===== src/rtl/bms_pkg.sv =====
`timescale 1ns / 1ps

package bms_pkg;

  // Fixed field widths of the item and result channels
  localparam int KIND_W       = 2;
  localparam int ITEM_W       = 32;
  localparam int COUNT_OUT_W  = 6;
  localparam int VALUE_MAX_W  = 64;

  // Defaults for the top-level parameters
  localparam int CAPACITY_DEF    = 32;
  localparam int VALUE_WIDTH_DEF = 32;

  // Operation codes; any other code behaves as a query
  localparam logic [KIND_W-1:0] KIND_INSERT = 2'd0;
  localparam logic [KIND_W-1:0] KIND_REMOVE = 2'd1;
  localparam logic [KIND_W-1:0] KIND_QUERY  = 2'd2;

  // Commands from the controller to the datapath
  typedef struct packed {
    logic load;     // capture a new item, restart the scan
    logic scan;     // issue next read, compare previous read
    logic fetch;    // read the last occupied entry
    logic apply;    // write the store and update the count
    logic publish;  // load the result register
  } bms_cmd_t;

  // Status from the datapath to the controller
  typedef struct packed {
    logic hit;        // entry under compare matches the value
    logic exhausted;  // all occupied entries compared, none matched
    logic is_remove;  // captured item is a remove
  } bms_status_t;

endpackage


===== src/rtl/bms_ctrl.sv =====
`timescale 1ns / 1ps

module bms_ctrl (
  input  logic                 clk,
  input  logic                 rst_n,
  input  logic                 in_valid,
  output logic                 in_stall,
  output logic                 out_valid,
  input  logic                 out_stall,
  input  bms_pkg::bms_status_t status,
  output bms_pkg::bms_cmd_t    cmd
);

  import bms_pkg::*;

  typedef enum logic [2:0] {
    ST_IDLE,
    ST_SCAN,
    ST_FETCH,
    ST_APPLY,
    ST_RESULT
  } state_t;

  state_t state_r;
  state_t state_nxt;
  logic   out_valid_r;
  logic   out_valid_nxt;
  logic   out_free;

  // Result register can take a new result when empty or being drained
  assign out_free = !out_valid_r || !out_stall;

  // Decode commands and next state
  always_comb begin
    cmd           = '0;
    state_nxt     = state_r;
    out_valid_nxt = out_valid_r && out_stall;
    unique case (state_r)
      ST_IDLE: begin
        if (in_valid) begin
          cmd.load  = 1'b1;
          state_nxt = ST_SCAN;
        end
      end
      ST_SCAN: begin
        cmd.scan = 1'b1;
        if (status.hit || status.exhausted) begin
          state_nxt = status.is_remove ? ST_FETCH : ST_APPLY;
        end
      end
      ST_FETCH: begin
        cmd.fetch = 1'b1;
        state_nxt = ST_APPLY;
      end
      ST_APPLY: begin
        cmd.apply = 1'b1;
        state_nxt = ST_RESULT;
      end
      ST_RESULT: begin
        if (out_free) begin
          cmd.publish   = 1'b1;
          out_valid_nxt = 1'b1;
          state_nxt     = ST_IDLE;
        end
      end
      default: state_nxt = ST_IDLE;
    endcase
  end

  // Hold state and the result valid flag
  always_ff @(posedge clk) begin
    if (!rst_n) begin
      state_r     <= ST_IDLE;
      out_valid_r <= 1'b0;
    end else begin
      state_r     <= state_nxt;
      out_valid_r <= out_valid_nxt;
    end
  end

  assign in_stall  = (state_r != ST_IDLE);
  assign out_valid = out_valid_r;

endmodule


===== src/rtl/bms_datapath.sv =====
`timescale 1ns / 1ps

module bms_datapath #(
  parameter int CAPACITY    = bms_pkg::CAPACITY_DEF,
  parameter int VALUE_WIDTH = bms_pkg::VALUE_WIDTH_DEF
) (
  input  logic                              clk,
  input  logic                              rst_n,
  input  bms_pkg::bms_cmd_t                 cmd,
  input  logic [bms_pkg::KIND_W-1:0]        in_kind,
  input  logic [bms_pkg::ITEM_W-1:0]        in_item_value,
  output bms_pkg::bms_status_t              status,
  output logic                              out_was_member,
  output logic [bms_pkg::COUNT_OUT_W-1:0]   out_entry_count,
  output logic                              out_dropped_full
);

  import bms_pkg::*;

  localparam int IDX_W = (CAPACITY > 1) ? $clog2(CAPACITY) : 1;
  localparam int CNT_W = $clog2(CAPACITY + 1);
  localparam logic [CNT_W-1:0] CAP_CNT = CNT_W'(CAPACITY);

  // Entry store: one write port, one registered read port
  logic [VALUE_WIDTH-1:0] mem [CAPACITY];

  logic [VALUE_WIDTH-1:0]  value_r;
  logic [KIND_W-1:0]       kind_r;
  logic [CNT_W-1:0]        count_r;
  logic [CNT_W-1:0]        rd_idx_r;
  logic                    cmp_vld_r;
  logic [IDX_W-1:0]        cmp_idx_r;
  logic [VALUE_WIDTH-1:0]  rd_data_r;
  logic                    found_r;
  logic [IDX_W-1:0]        slot_r;
  logic                    dropped_r;

  logic                    was_member_r;
  logic [COUNT_OUT_W-1:0]  entry_count_r;
  logic                    dropped_full_r;

  logic [VALUE_MAX_W-1:0]  item_ext;
  logic [VALUE_WIDTH-1:0]  item_val;
  logic                    hit;
  logic                    issue;
  logic [CNT_W-1:0]        last_idx;
  logic                    rd_en;
  logic [IDX_W-1:0]        rd_addr;
  logic                    wr_en;
  logic [IDX_W-1:0]        wr_addr;
  logic [VALUE_WIDTH-1:0]  wr_data;
  logic                    ins_ok;
  logic                    is_full;
  logic [CNT_W+COUNT_OUT_W-1:0] cnt_ext;

  // Reduce the incoming value to the stored width
  assign item_ext = {{(VALUE_MAX_W-ITEM_W){1'b0}}, in_item_value};
  assign item_val = item_ext[VALUE_WIDTH-1:0];

  assign hit      = cmp_vld_r && (rd_data_r == value_r);
  assign issue    = cmd.scan && (rd_idx_r < count_r);
  assign last_idx = count_r - CNT_W'(1);
  assign is_full  = (count_r == CAP_CNT);
  assign ins_ok   = !found_r && !is_full;

  assign status.hit       = hit;
  assign status.exhausted = !cmp_vld_r && (rd_idx_r >= count_r);
  assign status.is_remove = (kind_r == KIND_REMOVE);

  // Select the read and write ports
  always_comb begin
    rd_en   = 1'b0;
    rd_addr = rd_idx_r[IDX_W-1:0];
    wr_en   = 1'b0;
    wr_addr = count_r[IDX_W-1:0];
    wr_data = value_r;
    if (issue) begin
      rd_en = 1'b1;
    end else if (cmd.fetch && (count_r != '0)) begin
      rd_en   = 1'b1;
      rd_addr = last_idx[IDX_W-1:0];
    end
    if (cmd.apply) begin
      unique case (kind_r)
        KIND_INSERT: begin
          wr_en = ins_ok;
        end
        KIND_REMOVE: begin
          wr_en   = found_r;
          wr_addr = slot_r;
          wr_data = rd_data_r;
        end
        default: wr_en = 1'b0;
      endcase
    end
  end

  // Store access
  always_ff @(posedge clk) begin
    if (wr_en) begin
      mem[wr_addr] <= wr_data;
    end
    if (rd_en) begin
      rd_data_r <= mem[rd_addr];
    end
  end

  // Scan and count control
  always_ff @(posedge clk) begin
    if (!rst_n) begin
      count_r   <= '0;
      rd_idx_r  <= '0;
      cmp_vld_r <= 1'b0;
      found_r   <= 1'b0;
      dropped_r <= 1'b0;
    end else begin
      if (cmd.load) begin
        rd_idx_r  <= '0;
        cmp_vld_r <= 1'b0;
        found_r   <= 1'b0;
        dropped_r <= 1'b0;
      end else if (cmd.scan) begin
        cmp_vld_r <= issue;
        if (issue) begin
          rd_idx_r <= rd_idx_r + CNT_W'(1);
        end
        if (hit) begin
          found_r <= 1'b1;
        end
      end
      if (cmd.apply) begin
        unique case (kind_r)
          KIND_INSERT: begin
            if (ins_ok) begin
              count_r <= count_r + CNT_W'(1);
            end
            dropped_r <= !found_r && is_full;
          end
          KIND_REMOVE: begin
            if (found_r) begin
              count_r <= last_idx;
            end
          end
          default: dropped_r <= 1'b0;
        endcase
      end
    end
  end

  // Item and scan payload
  always_ff @(posedge clk) begin
    if (cmd.load) begin
      value_r <= item_val;
      kind_r  <= in_kind;
    end
    if (issue) begin
      cmp_idx_r <= rd_idx_r[IDX_W-1:0];
    end
    if (cmd.scan && hit) begin
      slot_r <= cmp_idx_r;
    end
  end

  // Result register; count reported modulo the field width
  assign cnt_ext = {{COUNT_OUT_W{1'b0}}, count_r};

  always_ff @(posedge clk) begin
    if (cmd.publish) begin
      was_member_r   <= found_r;
      entry_count_r  <= cnt_ext[COUNT_OUT_W-1:0];
      dropped_full_r <= dropped_r;
    end
  end

  assign out_was_member   = was_member_r;
  assign out_entry_count  = entry_count_r;
  assign out_dropped_full = dropped_full_r;

endmodule


===== src/rtl/bounded_membership_set_core.sv =====
`timescale 1ns / 1ps

// Set of distinct values kept unordered in a CAPACITY-entry store with an
// occupancy count. Each item inserts, removes or looks up one value (kind
// 0, 1, 2; kind 3 acts as a lookup) and yields one result: prior
// membership, count afterwards (modulo 64) and a flag for an insert of an
// absent value that found the store full. The store has one read port and
// the lookup compares one entry per cycle, from slot 0 up to the value or
// through every occupied entry when it is absent; every remove then also
// fetches the last entry. The longest item is thus a remove of an absent
// value from a full store. Input is stalled while an item is in work; a
// finished result waits in its own register, the next item is taken and
// worked meanwhile, and only its own result waits for the register to
// drain.
module bounded_membership_set_core #(
  parameter int CAPACITY    = bms_pkg::CAPACITY_DEF,
  parameter int VALUE_WIDTH = bms_pkg::VALUE_WIDTH_DEF
) (
  input  logic                            clk,
  input  logic                            rst_n,
  input  logic                            in_valid,
  output logic                            in_stall,
  input  logic [bms_pkg::KIND_W-1:0]      in_kind,
  input  logic [bms_pkg::ITEM_W-1:0]      in_item_value,
  output logic                            out_valid,
  input  logic                            out_stall,
  output logic                            out_was_member,
  output logic [bms_pkg::COUNT_OUT_W-1:0] out_entry_count,
  output logic                            out_dropped_full
);

  import bms_pkg::*;

  bms_cmd_t    cmd;
  bms_status_t status;

  // Sequence the scan, fetch, update and result steps
  bms_ctrl u_ctrl (
    .clk       (clk),
    .rst_n     (rst_n),
    .in_valid  (in_valid),
    .in_stall  (in_stall),
    .out_valid (out_valid),
    .out_stall (out_stall),
    .status    (status),
    .cmd       (cmd)
  );

  // Store, count and compare logic
  bms_datapath #(
    .CAPACITY    (CAPACITY),
    .VALUE_WIDTH (VALUE_WIDTH)
  ) u_datapath (
    .clk              (clk),
    .rst_n            (rst_n),
    .cmd              (cmd),
    .in_kind          (in_kind),
    .in_item_value    (in_item_value),
    .status           (status),
    .out_was_member   (out_was_member),
    .out_entry_count  (out_entry_count),
    .out_dropped_full (out_dropped_full)
  );

endmodule


===== config.mk =====
export PLATFORM = sky130hd
export DESIGN_NAME = bounded_membership_set_core
export DESIGN_NICKNAME = d
export VERILOG_FILES = /design/src/rtl/bms_pkg.sv /design/src/rtl/bms_ctrl.sv /design/src/rtl/bms_datapath.sv /design/src/rtl/bounded_membership_set_core.sv
export SDC_FILE = /design/constraint.sdc
export NUM_CORES = 1
export LEC_CHECK = 0
export ABC_AREA = 1
export CORE_MARGIN = 3
export CORE_UTILIZATION = 45
export DETAILED_ROUTE_END_ITERATION = 6
export DONT_BUFFER_PORTS = 1
export GPL_TIMING_DRIVEN = 0
export SLEW_MARGIN = 40
export SYNTH_ARGS = -nofsm -noshare
export SYNTH_HDL_FRONTEND = slang
export SYNTH_SLANG_ARGS = --single-unit
export TNS_END_PERCENT = 50

===== constraint.sdc =====
create_clock -name clk -period 3.2 [get_ports clk]
set_input_delay 0.32 -clock clk [delete_from_list [all_inputs] [get_ports clk]]
set_output_delay 0.32 -clock clk [all_outputs]
set_load 0.005 [all_outputs]

==> impl_metrics.yaml, run 1 <==
run_status:
  outcome: "finished clean"
clocking:
  path_clk_slew_ns: 0.06
  cts_tree: "yes"
  clkLatencyLatePin_ns: 0.73
  cts_sinks: 1127
  clockRootBuffer: "clkbuf_16"
  cts_buffer_depth: 3
  htreeDepth: 3
  cts_made_buffers: 116
yosys:
  yosysSeqAreaShare_pct: 67.9
  synth-async-reset-ratio_pct: 0
  synth_cell_types: 42
  synth_fp_nets: 4702
  yosysWarnings: 0
  synthCells: 4655
  synth.area.top_cells: "edfxtp_1 (67%), nand3_1 (11%), nand2_1 (9.0%)"
  yosysMostFrequentCell: "nand2_1"
  netlist_top_cells_count: "nand2_1 (1187), nand3_1 (1109), edfxtp_1 (1108), inv_1 (599), buf_2 (243)"
  syn_area_per_cell_um2: 10.6
  synth_flop_cell: "edfxtp_1"
  syn-cell-area_um2: 49600
  ys_ff_latch: 1127
  netlist.area_leader.share_pct: 67.1
  synth_edf_count: 1108
  synth_area_leader_cell: "edfxtp_1"
final_layout:
  num_antenna_cells: 0
  stdcell_count: 6464
  syn_to_final_growth_pct: 19.4
  fin_nets: 4996
  regArea_um2: 33700
  multi_input_area_um2: 13000
  layout-drive-gt1-share_pct: 14.1
  fillers: 9208
power_and_ir_drop:
  p_leak_nw: 23.9
  peakVddDrop_uv: 465
  p_per_area_nw_per_um2: 573
  power_mw: 33.9
grt:
  grt_max_degree: 33
  grt_util_met1_pct: 37.8
  busiest_layer: "met2"
  gr-usage-met2_pct: 42.5
  grtUsageMet3_pct: 4.70
  grt_pass1_vias: 33000
  overflow: 0
  antenna_found_initial: 9
  grt_pass1_wl_um: 223000
  grt_use_total_pct: 27.0
place:
  placed_cells: 6165
  io_buffers: 0
  dp_hpwl_um: 111000
  place_congestion: 0.904
detailed_routing:
  wire_per_inst_um: 24.0
  vias: 35300
  wirelength_um: 155000
  firstDrtPassIters: 6
  drt_iter0_markers: 4313
  viasPerCell: 5.46
  antenna_left: 0
  remaining_drc_errors: 0
critical_path:
  cp.required_ns: 3.66
  cp_max_fo: 10
  worst_setup_path_start_kind: "flop"
  cp.arrival_ns: 3.58
  cp-end-kind: "flop"
  worstSetupPathType: "reg -> reg"
sta:
  skew_ns: 0.0402
  hold_violations: 0
  setup_violations: 0
  max_freq_mhz: 320
  fin_crit_sh_pct: 97.6
  rsz0062_at_grt: "yes"
  min_period_ns: 3.12
  max-slew-margin-rel_pct: 40.4
  drv_slew: 0
  worst_pin_slew_ns: 0.890
flow_run:
  cap_violations: 0
min_path:
  holdCritPathClass: "in -> reg"
floorplanning:
  start_util_pct: 45.5
  die-area_um2: 114000
  io_pins: 48
  rows: 121
  die_x_um: 338
  die_h_um: 338
  coreArea_um2: 109000
-- per-stage QoR --
step                      hold WS [ns]  worst slack, ns  utilization [%]  instance area [um^2]  TNS (ns)
after detailed placement         0.417           -0.642             49.5                 53900   -285.38
after floorplan                  0.400           -0.157                -                 49600   -160.90
after global placement           0.403            -3.84             47.1                 51300  -4296.27
after CTS                        0.181          -0.0260             54.1                 59000    -0.266
after global routing             0.210          0.00419             54.3                 59200         0
final                            0.221           0.0781             54.3                 59200         0
-- flip-flops by register name (all words and copies together) (netlist names) --
register / cells
u_ctrl.out_valid: 1
u_datapath.mem: 1024
u_datapath.value_r: 32
u_datapath.rd_data_r: 32
u_datapath.out_dropped_full: 1
u_datapath.kind_r: 2
u_ctrl.state_r: 3
u_datapath.dropped_r: 1
u_datapath.out_entry_count: 6
u_datapath.found_r: 1
u_datapath.cmp_vld_r: 1
u_datapath.slot_r: 5
u_datapath.cmp_idx_r: 5
u_datapath.count_r: 6
u_datapath.rd_idx_r: 6
u_datapath.out_was_member: 1
-- worst paths after layout --
kind / end / from / slack [ns] / cells after the start
worst max-delay path: u_datapath.rd_data_r[19] / u_datapath.count_r[0] / 0.08 / 14
worst min-delay path: u_datapath.value_r[5] / in_item_value[5] / 0.22 / 1
worst max register to register: u_datapath.rd_data_r[19] / u_datapath.count_r[0] / 0.08 / 14
worst min register to register: u_datapath.slot_r[2] / u_datapath.cmp_idx_r[2] / 0.43 / 0
-- power by group --
part	internal [mW]	leakage (nW)	switching, mW	total (mW)
clock	8.40	1.98	5.91	14.3
combinational	0.796	11.7	2.14	2.93
sequential	16.6	10.1	0.0719	16.7
total	25.8	23.9	8.12	33.9
-- cells by family after synthesis --
| group | Yosys count | synth area share [%] |
|---|---|---|
| adders and majority gates | 9 | 0.227 |
| buffers and inverters | 882 | 7.38 |
| DFF | 1127 | 67.9 |
| xor gates and xnor gates | 16 | 0.283 |
| AOI/OAI and AO/OA | 74 | 0.823 |
| and+or+nand+nor | 2547 | 23.4 |
-- timing repair --
| item | CTS | global route |
|---|---|---|
| setup buffers | 37 | 6 |
| setup endpoints to repair | 1011 | 765 |
| gates resized for setup | 77 | 36 |
| pin swaps | 22 | 3 |
| hold buffers | 37 | 0 |
| endpoints found under the hold margin | 64 | 0 |
-- placed cells by master (no fill, tap or decap), types with 17 or more instances in the layout --
master	instances
edfxtp_1	1108
o21ai_4	24
nand2_1	1165
nor2_4	36
buf_8	51
nand2_2	17
clkbuf_1	31
clkbuf_16	117
buf_16	45
clkinv_1	17
bufinv_16	20
nand3b_1	130
nor2_1	36
dfxtp_1	18
dlygate4sd3_1	37
clkinv_2	29
nand3_1	1093
buf_4	56
a21oi_1	17
buf_2	202
inv_1	597
-- final cells by class --
cell class / count / area share (%)
flip-flops and latches: 1127 / 56.9
multi-input cells: 2646 / 22.0
clock buffers: 135 / 5.10
repair buffers: 176 / 4.84
inverters: 602 / 3.83
well taps: 1414 / 2.99
plain buffers: 280 / 2.68
clock inverters: 84 / 1.72
-- per-layer routing --
layer	vias up	wire [um]
met5	-	0
met1	17100	64100
li1	16400	-
met3	239	14400
met2	1539	71200
met4	0	5410
-- worst max-delay path: stages, from the launching register on --
cell and delay (ns):
dfxtp_2 0.35, inv_1 0.16, ha_2 0.25, nand3_2 0.12
nand3_1 0.13, buf_6 0.25, buf_6 0.26, buf_2 0.25
nand3_1 0.10, nand3_1 0.10, nand3_1 0.16, nand3_1 0.25
nand2_1 0.20, nand2_1 0.14, nand2_1 0.08
(Power assumes the default switching activity.)
==> inputs of run 2 (changes only) <==
- SYNTH_HIERARCHICAL: default -> 1
==> impl_metrics.yaml, run 2 <==
run_status:
  outcome: "finished, violations left"
  violations: "negative setup slack"
final_layout:
  final_common_cell: "nand2_1"
  largest_reg_flops: 1024
  top_register: "u_datapath/mem"
  fin_nets: 4971
  stdcell_area_um2: 59500
  top_regs: "u_datapath/mem x1024, u_datapath/rd_data_r x32, u_datapath/value_r x32"
  layout-drive-gt1-share_pct: 15.6
  stdcell_count: 6493
  syn_to_final_growth_pct: 20.0
  utilization_pct: 54.5
  layout_common_cells: "nand2_1 (1110), edfxtp_1 (1108), nand3_1 (1026), inv_1 (584), buf_4 (137)"
yosys:
  synth-xor-area-share_pct: 0.353
  yosysSeqAreaShare_pct: 67.8
  syn-cell-area_um2: 49600
  synthSimpleGateAreaFrac_pct: 23.1
  synth_compound_area_share_pct: 0.699
  yosysWarnings: 6
  yosysMostFrequentCell: "nand2_1"
  synth_cell_types: 40
  synthMuxAreaShare_pct: 0.318
  synthCells: 4621
  syn_area_per_cell_um2: 10.7
  synth.area.top_cells: "edfxtp_1 (67%), nand3_1 (11%), nand2_1 (8.6%)"
  netlist.area_leader.share_pct: 67.1
  synth_top_family_by_area: "simple AND/OR/NAND/NOR gates"
  synth_fa_ha_area_share_pct: 0.227
  synth_edf_count: 1108
  synth-async-reset-ratio_pct: 0
  ys_ff_latch: 1127
  synth_fp_nets: 4668
  netlist_top_cells_count: "nand2_1 (1141), edfxtp_1 (1108), nand3_1 (1105), inv_1 (587), buf_2 (216)"
  synth_area_leader_cell: "edfxtp_1"
  synth_flop_cell: "edfxtp_1"
power_and_ir_drop:
  peakVddDrop_uv: 441
  power_mw: 33.0
  p_leak_nw: 23.9
  p_per_area_nw_per_um2: 555
detailed_routing:
  remaining_drc_errors: 0
  wirelength_um: 157000
  wire_per_inst_um: 24.1
  drt_iter0_markers: 4364
  firstDrtPassIters: 5
  antenna_left: 0
  vias: 35300
  viasPerCell: 5.44
place:
  io_buffers: 0
  postPlaceCellArea_um2: 53500
  dp_hpwl_um: 111000
  place_congestion: 0.986
  placed_cells: 6181
sta:
  rsz0062_at_grt: "yes"
  skew_ns: 0.0300
  drv_slew: 0
  fin_ws_ns: -0.0482
  max-slew-margin-rel_pct: 42.7
  setup_violations: 3
  max_freq_mhz: 308
  worst_pin_slew_ns: 0.859
  hold_slack_ns: 0.237
  fin_crit_sh_pct: 102
  hold_violations: 0
  min_period_ns: 3.25
critical_path:
  worst_setup_path_start_kind: "flop"
  cp_max_fo: 10
  cp.required_ns: 3.63
  crit_chain: "inv_2 -> ha_1 -> nand2_2 -> inv_2 -> a21oi_4 -> nand4_1 -> buf_4 -> buf_6 -> nand2_8 -> buf_8 -> clkbuf_4 -> nand2_1 -> nand3_1 -> nand3_1 -> nand3_1 -> nand2_2 -> nand2_1 -> nand2_1"
  worstSetupPathType: "reg -> reg"
  cp-startpoint: "u_datapath/count_r[4]"
  rr_startpoint: "u_datapath/count_r[4]"
  max_stage_delay_ns: 0.39
  slowest_stage: "dfxtp_4"
  critPathBufInv: 6
  cp-end-kind: "flop"
  critical_path.top_delay_family: "simple AND/OR/NAND/NOR gates"
  cp.arrival_ns: 3.68
grt:
  grt_use_total_pct: 26.9
  grt_max_degree: 33
  grt_pass1_vias: 32900
  antenna_found_initial: 6
  grt_pass1_wl_um: 221000
  overflow: 0
clocking:
  cts_buffer_depth: 3
  htreeDepth: 3
  path_clk_slew_ns: 0.06
  clkLatencyLatePin_ns: 0.71
  cts_sinks: 1127
  cts_tree: "yes"
  clockRootBuffer: "clkbuf_16"
  cts_made_buffers: 114
floorplanning:
  rows: 121
  coreArea_um2: 109000
  die_x_um: 338
  io_pins: 48
  start_util_pct: 45.4
  die-area_um2: 114000
  die_h_um: 338
min_path:
  holdCritPathClass: "in -> reg"
  worstHoldStart: "in_item_value[30]"
flow_run:
  cap_violations: 0
-- run 2: worst reg2reg max path, cell delays in order (launching register included) --
cell and delay (ns):
dfxtp_4 0.39, inv_2 0.07, ha_1 0.30, nand2_2 0.09
inv_2 0.05, a21oi_4 0.22, nand4_1 0.12, buf_4 0.18
buf_6 0.17, nand2_8 0.16, buf_8 0.22, clkbuf_4 0.26
nand2_1 0.07, nand3_1 0.07, nand3_1 0.08, nand3_1 0.11
nand2_2 0.14, nand2_1 0.15, nand2_1 0.14
-- run 2: worst paths after layout --
check,depth (start not counted),end,slack (ns)
worst min-delay path,1,u_datapath/value_r[30],0.24
worst min register to register,0,u_datapath/slot_r[0],0.42
worst max-delay path,18,u_datapath/rd_data_r[18],-0.05
worst max register to register,18,u_datapath/rd_data_r[18],-0.05
-- run 2: metrics by stage --
| stage | setup slack [ns] | setup TNS, ns |
|---|---|---|
| after floorplan | -0.251 | -271.15 |
| after detailed placement | -0.976 | -468.00 |
| after global placement | -4.68 | -4038.89 |
| after CTS | -0.0656 | -0.163 |
| final | -0.0482 | -0.0974 |
| after global routing | -0.0937 | -0.883 |
-- run 2: report_power, final --
group,switching [mW],leakage [nW],internal [mW]
registers,0.0707,10.1,16.5
clock network,5.60,1.75,7.36
logic,2.52,12.0,0.993
-- run 2: final cells by class --
type,instances,area [um^2]
inverters,592,2220
well taps,1476,1850
clock buffers,144,2970
flip-flops and latches,1127,33700
multi-input cells,2621,13500
fillers,9338,49600
repair buffers,189,2660
diodes,1,2.50
plain buffers,279,2050
clock inverters,64,628
-- run 2: cell families (layout without fill, tap and decap cells) --
group	count (synthesis)	count (layout)
buffers and inverters	874	1268
muxes	14	14
DFF	1127	1127
adders and majority gates	9	9
xor gates and xnor gates	20	20
AOI/OAI and AO/OA	61	61
other	0	1
and+or+nand+nor	2516	2517
-- run 2: layer usage --
layer | vias to the layer above | global-route usage, % | share of wire (%)
met5 | - | 0 | 0.0064
met4 | 2 | 10.3 | 4.2
met3 | 238 | 3.56 | 9.2
met2 | 1566 | 42.0 | 45
met1 | 17200 | 38.6 | 42
li1 | 16300 | - | -
-- run 2: what timing repair did --
action | in CTS | in global routing
pin swaps | 37 | 12
hold endpoints to repair | 49 | 0
hold buffers | 37 | 0
gates resized for setup | 278 | 102
setup buffers | 45 | 21
gates cloned | 1 | 2
endpoints found under the setup margin | 1483 | 1012
